`src/design/ssg_pkg.sv`:
```
`default_nettype none

package ssg_pkg;

	localparam int MAX_DIGITS = 10;
	localparam int VALUE_W    = 32;
	localparam int BCD_W      = 4 * MAX_DIGITS;
	localparam int DCNT_W     = $clog2(MAX_DIGITS + 1);
	localparam int BCNT_W     = $clog2(VALUE_W);

	localparam logic [6:0] SEG_MINUS = 7'h40;

	typedef enum logic [1:0] {
		ST_IDLE,
		ST_CONV,
		ST_MINUS,
		ST_DIGITS
	} state_t;

	typedef struct packed {
		logic load;
		logic conv;
		logic minus;
		logic digit;
	} cmd_t;

	typedef struct packed {
		logic conv_last;
		logic neg;
		logic skip;
		logic last;
		logic out_free;
	} sts_t;

	// segment patterns for digits 0 to 9, bit 6 the middle bar; other codes give a blank glyph
	function automatic logic [6:0] glyph_seg(input logic [3:0] d);
		logic [6:0] s;
		case (d)
			4'd0: s = 7'h3F;
			4'd1: s = 7'h06;
			4'd2: s = 7'h5B;
			4'd3: s = 7'h4F;
			4'd4: s = 7'h66;
			4'd5: s = 7'h6D;
			4'd6: s = 7'h7D;
			4'd7: s = 7'h07;
			4'd8: s = 7'h7F;
			4'd9: s = 7'h6F;
			default: s = 7'h00;
		endcase
		return s;
	endfunction

endpackage

`default_nettype wire

```
`src/design/ssg_datapath.sv`:
```
`default_nettype none

module ssg_datapath (
	input  wire logic                          clk,
	input  wire logic                          arst_n,
	input  wire ssg_pkg::cmd_t                 cmd,
	input  wire logic signed [ssg_pkg::VALUE_W-1:0] value,
	output ssg_pkg::sts_t                      sts,
	input  wire logic                          out_stall,
	output logic                               out_valid,
	output logic                               is_minus,
	output logic [3:0]                         digit,
	output logic [6:0]                         segments,
	output logic                               last
);

	logic [ssg_pkg::VALUE_W-1:0] bin_q;
	logic [ssg_pkg::BCD_W-1:0]   bcd_q;
	logic [ssg_pkg::BCD_W-1:0]   adj;
	logic [ssg_pkg::VALUE_W-1:0] mag;
	logic                        ovf_q;
	logic                        neg_q;
	logic                        lead_q;
	logic [ssg_pkg::BCNT_W-1:0]  cnt_q;
	logic [ssg_pkg::DCNT_W-1:0]  dig_left_q;
	logic [3:0]                  top;
	logic                        skip;
	logic                        emit_digit;
	logic                        out_valid_q;
	logic                        is_minus_q;
	logic [3:0]                  digit_q;
	logic [6:0]                  segments_q;
	logic                        last_q;

	assign mag = value[ssg_pkg::VALUE_W-1] ? (~value + 1'b1) : value;

	// add 3 to every digit of 5 or more
	always_comb begin
		adj = bcd_q;
		for (int i = 0; i < ssg_pkg::MAX_DIGITS; i++) begin
			if (bcd_q[4*i +: 4] >= 4'd5) begin
				adj[4*i +: 4] = bcd_q[4*i +: 4] + 4'd3;
			end
		end
	end

	assign top        = bcd_q[ssg_pkg::BCD_W-1 -: 4];
	assign skip       = lead_q && (top == 4'd0) && !ovf_q
	                    && (dig_left_q != ssg_pkg::DCNT_W'(1));
	assign emit_digit = cmd.digit && !skip;

	assign sts.conv_last = (cnt_q == ssg_pkg::BCNT_W'(ssg_pkg::VALUE_W - 1));
	assign sts.neg       = neg_q;
	assign sts.skip      = skip;
	assign sts.last      = (dig_left_q == ssg_pkg::DCNT_W'(1));
	assign sts.out_free  = !out_valid_q || !out_stall;

	always_ff @(posedge clk or negedge arst_n) begin
		if (!arst_n) begin
			out_valid_q <= 1'b0;
			cnt_q       <= '0;
			dig_left_q  <= '0;
			lead_q      <= 1'b0;
		end else begin
			if (cmd.load) begin
				cnt_q      <= '0;
				dig_left_q <= ssg_pkg::DCNT_W'(ssg_pkg::MAX_DIGITS);
				lead_q     <= 1'b1;
			end
			if (cmd.conv) begin
				cnt_q <= cnt_q + 1'b1;
			end
			if (cmd.digit) begin
				dig_left_q <= dig_left_q - 1'b1;
				if (!skip) begin
					lead_q <= 1'b0;
				end
			end
			if (emit_digit || cmd.minus) begin
				out_valid_q <= 1'b1;
			end else if (!out_stall) begin
				out_valid_q <= 1'b0;
			end
		end
	end

	always_ff @(posedge clk) begin
		if (cmd.load) begin
			bin_q <= mag;
			bcd_q <= '0;
			ovf_q <= 1'b0;
			neg_q <= value[ssg_pkg::VALUE_W-1];
		end
		if (cmd.conv) begin
			bin_q <= bin_q << 1;
			bcd_q <= {adj[ssg_pkg::BCD_W-2:0], bin_q[ssg_pkg::VALUE_W-1]};
			ovf_q <= ovf_q | adj[ssg_pkg::BCD_W-1];
		end
		if (cmd.digit) begin
			bcd_q <= bcd_q << 4;
		end
		if (cmd.minus) begin
			is_minus_q <= 1'b1;
			digit_q    <= 4'd0;
			segments_q <= ssg_pkg::SEG_MINUS;
			last_q     <= 1'b0;
		end
		if (emit_digit) begin
			is_minus_q <= 1'b0;
			digit_q    <= top;
			segments_q <= ssg_pkg::glyph_seg(top);
			last_q     <= (dig_left_q == ssg_pkg::DCNT_W'(1));
		end
	end

	assign out_valid = out_valid_q;
	assign is_minus  = is_minus_q;
	assign digit     = digit_q;
	assign segments  = segments_q;
	assign last      = last_q;

endmodule

`default_nettype wire

```
`src/design/ssg_ctrl.sv`:
```
`default_nettype none

module ssg_ctrl (
	input  wire logic          clk,
	input  wire logic          arst_n,
	input  wire logic          in_valid,
	output logic               in_stall,
	input  wire ssg_pkg::sts_t sts,
	output ssg_pkg::cmd_t      cmd
);

	ssg_pkg::state_t state_q;
	ssg_pkg::state_t state_nxt;

	always_ff @(posedge clk or negedge arst_n) begin
		if (!arst_n) begin
			state_q <= ssg_pkg::ST_IDLE;
		end else begin
			state_q <= state_nxt;
		end
	end

	always_comb begin
		state_nxt = state_q;
		cmd       = '0;
		in_stall  = 1'b1;
		case (state_q)
			ssg_pkg::ST_IDLE: begin
				in_stall = 1'b0;
				if (in_valid) begin
					cmd.load  = 1'b1;
					state_nxt = ssg_pkg::ST_CONV;
				end
			end
			ssg_pkg::ST_CONV: begin
				cmd.conv = 1'b1;
				if (sts.conv_last) begin
					state_nxt = sts.neg ? ssg_pkg::ST_MINUS : ssg_pkg::ST_DIGITS;
				end
			end
			ssg_pkg::ST_MINUS: begin
				if (sts.out_free) begin
					cmd.minus = 1'b1;
					state_nxt = ssg_pkg::ST_DIGITS;
				end
			end
			ssg_pkg::ST_DIGITS: begin
				if (sts.skip || sts.out_free) begin
					cmd.digit = 1'b1;
					if (sts.last) begin
						state_nxt = ssg_pkg::ST_IDLE;
					end
				end
			end
			default: begin
				state_nxt = ssg_pkg::ST_IDLE;
			end
		endcase
	end

endmodule

`default_nettype wire

```
`src/design/signed_int_to_seven_segment_glyphs.sv`:
```
// Converts one signed 32-bit request to a run of seven-segment glyphs, most
// significant first, leading zeros dropped; a negative value gets a leading
// minus glyph and zero gives one 0 glyph. A request passes through
// shift-and-add-3 conversion in the bcd register, the minus glyph if
// negative, then one digit position per cycle (MAX_DIGITS of them,
// suppressed zeros included) while the output is not stalled, and then back
// to idle to take the next request. The input is stalled from acceptance
// until the last glyph is loaded into the output register.
`default_nettype none

module signed_int_to_seven_segment_glyphs (
	input  wire logic                               clk,
	input  wire logic                               arst_n,
	input  wire logic                               in_valid,
	output logic                                    in_stall,
	input  wire logic signed [ssg_pkg::VALUE_W-1:0] value,
	output logic                                    out_valid,
	input  wire logic                               out_stall,
	output logic                                    is_minus,
	output logic [3:0]                              digit,
	output logic [6:0]                              segments,
	output logic                                    last
);

	ssg_pkg::cmd_t cmd;
	ssg_pkg::sts_t sts;

	ssg_ctrl u_ctrl (
		.clk      (clk),
		.arst_n   (arst_n),
		.in_valid (in_valid),
		.in_stall (in_stall),
		.sts      (sts),
		.cmd      (cmd)
	);

	ssg_datapath u_dp (
		.clk       (clk),
		.arst_n    (arst_n),
		.cmd       (cmd),
		.value     (value),
		.sts       (sts),
		.out_stall (out_stall),
		.out_valid (out_valid),
		.is_minus  (is_minus),
		.digit     (digit),
		.segments  (segments),
		.last      (last)
	);

endmodule

`default_nettype wire

```
`config.mk`:
```
export PLATFORM = sky130hd
export DESIGN_NAME = signed_int_to_seven_segment_glyphs
export DESIGN_NICKNAME = d
export VERILOG_FILES = /design/src/design/ssg_pkg.sv /design/src/design/ssg_datapath.sv /design/src/design/ssg_ctrl.sv /design/src/design/signed_int_to_seven_segment_glyphs.sv
export SDC_FILE = /design/constraint.sdc
export NUM_CORES = 1
export LEC_CHECK = 0
export BUFFER_PORTS_ARGS = -buffer_cell sky130_fd_sc_hd__buf_2
export CAP_MARGIN = 20
export CELL_PAD_IN_SITES_DETAIL_PLACEMENT = 1
export CELL_PAD_IN_SITES_GLOBAL_PLACEMENT = 1
export CORE_MARGIN = 8
export CORE_UTILIZATION = 47
export DETAILED_ROUTE_END_ITERATION = 16
export PLACE_DENSITY_LB_ADDON = 0.1
export SYNTH_ARGS = -nofsm -noshare
export SYNTH_HDL_FRONTEND = slang
export SYNTH_SLANG_ARGS = --single-unit
```
`constraint.sdc`:
```
create_clock -name clk -period 4.2 [get_ports clk]
set_input_delay 0 -clock clk [delete_from_list [all_inputs] [get_ports clk]]
set_output_delay 0 -clock clk [all_outputs]
set_load 0.03 [all_outputs]
```
Yosys cells after proc, flatten, opt, wreduce, memory -nomap -nowiden. Memories as Yosys holds them, arrays and structs flattened. A register that Yosys moved wholly into a read port is not among the register bits. Index checks and enable logic that the tools add are counted.

Flip-flop bits (word level): 100. ROM bits: 112. Bits of input ports: 36. Output and inout port bits: 15. Logic and storage cells: 120. Memories kept: 1.

Memories: (no name shown) (depth 16, bits a word 7, read ports 1, clocked after Yosys merged registers in 1, wr ports 0, line ssg_pkg.sv:38) `case (d)`.

Add/subtract/negate cells: 13. Order comparisons: 10. Equality and inequality tests: 12. Multiplexer cells: 49. Bitwise gates (word level): 2. Reductions and logical operators: 18.

Operators with widths (number): 2-to-1 mux 40 bit (3); 2-to-1 mux 32 bit (3); 2-to-1 mux 4 bit (15); adder 4 x 2 -> 4 bit, second input constant (10); >= comparator 4 x 3 -> 1 bit, second input constant (10); adder 32 x 1 -> 32 bit, second input constant (1); NOT 32 bit (1); 2-to-1 mux 1 bit (18); 2-to-1 mux 7 bit (2); 2-to-1 mux 2 bit (5); 2-to-1 mux 5 bit (2); case mux 2 bit (4 select lines) (1); != test 2 x 1 -> 1 bit, second input constant (3); != test 2 bit, second input constant (3); nonzero test 2 bit (3); adder 5 x 1 -> 5 bit, second input constant (1); equality test 5 bit, second input constant (1); AND reduction 5 bit (1); equality test 2 bit, second input constant (2); equality test 4 x 1 -> 1 bit, second input constant (1); logical AND 1 bit (4); zero test 1 bit (4); zero test 4 bit (1); != test 4 x 1 -> 1 bit, second input constant (1); other kinds (6) (8).

Longest topological paths before layout.
Word-level depth: 10. Depth in mapped cells: 12.

Cells and area by module. From an unflattened synthesis, not the netlist that was laid out.

Cell total of the unflattened synthesis: 652. Area total of the unflattened synthesis: 6384.9 sq um.

By module, submodules not included: ssg_datapath (times used 1, cells an instance 626, area an instance 6154.7 sq um, sequential area each 2967.8 sq um); ssg_ctrl (times used 1, cells an instance 26, area an instance 230.2 sq um, sequential area each 50.0 sq um).

Worst setup path after synthesis. No wires, ideal clock.

Path type: reg-to-reg. Start point: reg u_dp.dig_left_q[1] (netlist bit). End point: reg u_dp.bcd_q[10] (netlist bit) (enable). Setup time: 506 ps. Arrival: 2539 ps. Slack: 1155 ps. Stages on the path, launching flop included: 11. Buffers on the path: 4. Period minus slack after synthesis: 3045 ps. Path through: dfrtp_1 -> inv_1 -> ha_1 -> or3b_1 -> and4_1 -> buf_4 -> o21ai_4 -> buf_6 -> buf_4 -> buf_2 -> nand2_1.

Longest elaborated chain between the ends: 6.

RTL lines: from (decl) (line ssg_datapath.sv:25) `logic [ssg_pkg::DCNT_W-1:0] dig_left_q;`; from (signal assigned) (line ssg_datapath.sv:67) `dig_left_q <= ssg_pkg::DCNT_W'(ssg_pkg::MAX_DIGITS);`; from (signal assigned) (line ssg_datapath.sv:74) `dig_left_q <= dig_left_q - 1'b1;`; != test 4 x 1 -> 1 bit (line ssg_datapath.sv:49) `&& (dig_left_q != ssg_pkg::DCNT_W'(1));`; logical AND 1 bit (line ssg_datapath.sv:49); logical OR 1 bit (line ssg_ctrl.sv:48) `if (sts.skip || sts.out_free) begin`; 2-to-1 mux 1 bit (line ssg_ctrl.sv:48); 2-to-1 mux 1 bit (line ssg_ctrl.sv:27) `case (state_q)`; nonzero test 3 bit (no line); to (signal assigned) (line ssg_datapath.sv:96) `bcd_q <= {adj[ssg_pkg::BCD_W-2:0], bin_q[ssg_pkg::VALUE_W-1]};`; to (signal assigned) (line ssg_datapath.sv:100) `bcd_q <= bcd_q << 4;`; to (decl) (line ssg_datapath.sv:18) `logic [ssg_pkg::BCD_W-1:0] bcd_q;`.

Every way passes these cells. A chain may end at the register's enable or synchronous reset.

==> impl_metrics.py <==
metrics = {
    "sta": {
        "slew_headroom": 0.3779,
        "period_share": 0.7021,
        "fmax_ghz": 0.3391,
        "fin_worst_skew_ps": 7.320,
        "tns_ps": 0,
        "hold_violations": 0,
        "grt_setup_unrepaired": "false",
        "setup_viol": 0,
        "tightest_slew_ps": 933.1,
        "whs_ps": 13.86,
        "min_period_ps": 2949,
        "slew_violations": 0,
    },
    "clock_tree": {
        "cts_buffer_depth": 2,
        "post_cts_resized": 0,
        "cts_htree_levels": 3,
        "clk_pin_slew_ps": 70,
        "cts_tree": "done",
        "insertion_delay_ps": 360,
        "cts-root-buf": "clkbuf_16",
        "postCtsSetupRepairBufs": 0,
        "clock-sinks": 107,
        "cts_buffers": 9,
        "cts_hold_buf": 3,
    },
    "logic_synthesis": {
        "yosysSeqAreaShare": 0.4678,
        "avgSynthCellArea_um2": 9.745,
        "synth_top_area_frac": 0.3770,
        "syn_area_um2": 6451,
        "synth_compound_area_frac": 0.1893,
        "syn_inst": 662,
        "synth_fa_ha_area_frac": 0.07176,
        "ys_types": 61,
        "synth_top_family_by_area": "compound AO/OA/AOI/OAI gates",
        "yosys.area.top_type": "edfxtp_1",
        "synth_edf_count": 81,
        "ys_warn_count": 0,
        "synth-seq-cells": 107,
        "synth_ff_type": "edfxtp_1",
        "synth.top_cells.by_area": "edfxtp_1, ha_1, o21ai_0",
        "yosys.area_share.simple": 0.1588,
        "synthArstFlopShare": 0.1215,
        "syn_nets": 735,
        "synthMuxAreaShare": 0.01552,
        "synth_xor_xnor_area_share": 0.05566,
    },
    "critical_path": {
        "end_kind": "flip-flop",
        "path_class": "flip-flop to flip-flop",
        "crit_top_cell": "mux2_2",
        "critPathArrivalTime_ps": 3230,
        "crit_buf_inv": 2,
        "slowest_delay_ps": 470,
        "crit_path_cell_trace": "inv_1 -> ha_1 -> or3b_1 -> and4_1 -> o21ai_4 -> buf_4 -> mux2_2 -> mux2_2 -> o22ai_1",
        "cp_top_family": "multiplexers",
        "critPathSlowestCell": "buf_4",
        "critPathMaxFanout": 47,
        "critPathLaunchType": "flip-flop",
        "required_ps": 4480,
    },
    "cells_and_area": {
        "multi_input_area_um2": 3171,
        "n_fill_cell": 1586,
        "layout-drive-gt1-share": 0.1268,
        "layout_commonest_cell": "nand2_1",
        "fin_nets": 778,
        "antenna_cells": 0,
        "synthToLayoutAreaGrowth_pct": 11.60,
        "regArea_um2": 3018,
        "layout_common_cells": "nand2_1, edfxtp_1, o21ai_0",
    },
    "global_route": {
        "grt_pass1_wl_um": 26450,
        "grt-ovfl-total": 0,
        "antenna_found_initial": 0,
        "grt_start_max_net_pins": 63,
        "first_global_vias": 5414,
        "grt_use_total": 0.1794,
    },
    "detailed_routing": {
        "vias": 5039,
        "route.detailed.drc": 0,
        "wire_per_inst_um": 17.49,
        "ant_nets": 0,
        "drt_iter0_drc": 241,
        "avgViaCountPerCell": 5.662,
        "routed_wl_um": 15570,
        "dr.pass1.iters": 4,
    },
    "place": {
        "dp_hpwl_um": 10910,
        "port-buffer-count": 50,
        "place.gp.congestion": 0.8173,
    },
    "floorplan": {
        "die_w_um": 133.2,
        "start_util": 0.4721,
        "die_y_um": 133.2,
        "fp.coreArea_um2": 13670,
        "placementRows": 43,
        "die_area_um2": 17730,
        "io_pins": 51,
    },
    "power": {
        "ir_drop_mv": 0.2980,
        "p_leak_nw": 2.778,
        "pwr_density_cell_nw_per_um2": 853.2,
    },
    "job": {
        "drv_cap": 0,
    },
    "worst_hold_path": {
        "worstHoldPathType": "input pin to flip-flop",
    },
    "status": {
        "run_status": "completed",
    },
}
flip-flops by register name (all words and copies together) (netlist names), named ones only:
signal           flops
u_ctrl.state_q       2
u_dp.last            1
u_dp.lead_q          1
u_dp.is_minus        1
u_dp.neg_q           1
u_dp.cnt_q           5
u_dp.bcd_q          40
u_dp.bin_q          32
u_dp.ovf_q           1
u_dp.dig_left_q      4
u_dp.out_valid       1
u_dp.segments        7
u_dp.digit           4
kinds of logic (layout without fill, tap and decap cells):
group	after synthesis	in the layout
mux	8	8
xor+xnor	41	41
fa+ha+maj	37	37
flops	107	107
simple gates	209	209
compound gates	195	195
buf+inv	65	113
where the power goes:
part,internal (W),total [W],switching (W)
combinational,0.00105,0.00295,0.00191
sequential,0.00193,0.00234,0.000407
clock,0.000459,0.000853,0.000393
total,0.00344,0.00614,0.00271
cell usage after synthesis (3+ instances only):
cell	n
a21oi_1	43
a22oi_1	5
and2_1	7
buf_1	4
buf_2	5
clkbuf_1	18
dfrtp_1	13
dfxtp_1	13
edfxtp_1	81
ha_1	37
inv_1	34
mux2i_1	4
nand2_1	96
nand2b_1	11
nand3_1	16
nor2_1	34
nor2b_1	6
nor3_1	10
nor3b_1	8
o21ai_0	73
o21ai_1	4
o22ai_1	5
o31ai_1	33
o32ai_1	8
o41ai_1	3
or4_1	5
xnor2_1	12
xor2_1	29
layout make-up:
cell class                      count  area share
Timing Repair Buffer               62     0.05005
Multi-Input combinational cell    490      0.4404
Inverter                           35     0.01825
Clock buffer                        9     0.03128
Sequential cell                   107      0.4192
Clock inverter                      7    0.009559
Tap cell                          180     0.03128
layer usage:
metal,global-route usage,part of all wire,up-vias
li1,-,-,2476
met1,0.2233,0.46,2500
met5,0,0,-
met3,0.03313,0.023,12
met4,0.05053,0.011,0
met2,0.3113,0.50,51
metrics by stage:
| stage | power [W] | setup slack [ps] | cell area, um^2 | utilization | std cells |
|---|---|---|---|---|---|
| after floorplan | 0.004425 | 1155 | 6451 | - | 662 |
| after global placement | 0.005104 | 1389 | 6875 | 0.5031 | 871 |
| after detailed placement | 0.005292 | 1295 | 6875 | 0.5031 | 871 |
| after CTS | 0.006192 | 1267 | 7199 | 0.5268 | 890 |
| after global routing | 0.006639 | 1113 | 7199 | 0.5268 | 890 |
| final | 0.006142 | 1251 | 7199 | 0.5268 | 890 |
worst min-delay path, cell delays in order:
cell and delay [ps]:
buf_2 100, xor2_1 60, o21ai_1 100
path summary, 6_finish.rpt:
| check | start | to | slack, ps | cells past startpoint |
|---|---|---|---|---|
| hold / removal | value[27] | u_dp.bin_q[27]$_DFFE_PP_ | 10 | 3 |
| setup reg to reg | u_dp.dig_left_q[1]$_DFFE_PN0P_ | flip-flop | 1250 | 9 |
| min in group asynchronous | arst_n | u_dp.cnt_q[2]$_DFFE_PN0P_ | 80 | 2 |
| hold reg to reg | u_dp.is_minus$_SDFFE_PP0P_ | u_dp.is_minus$_SDFFE_PP0P_ | 470 | 2 |
| setup / recovery | u_dp.dig_left_q[1]$_DFFE_PN0P_ | flip-flop | 1250 | 9 |
| max in group asynchronous | arst_n | u_ctrl.state_q[0]$_DFFE_PN0P_ | 3880 | 2 |
No activity file was read; power rests on OpenSTA's default activity.
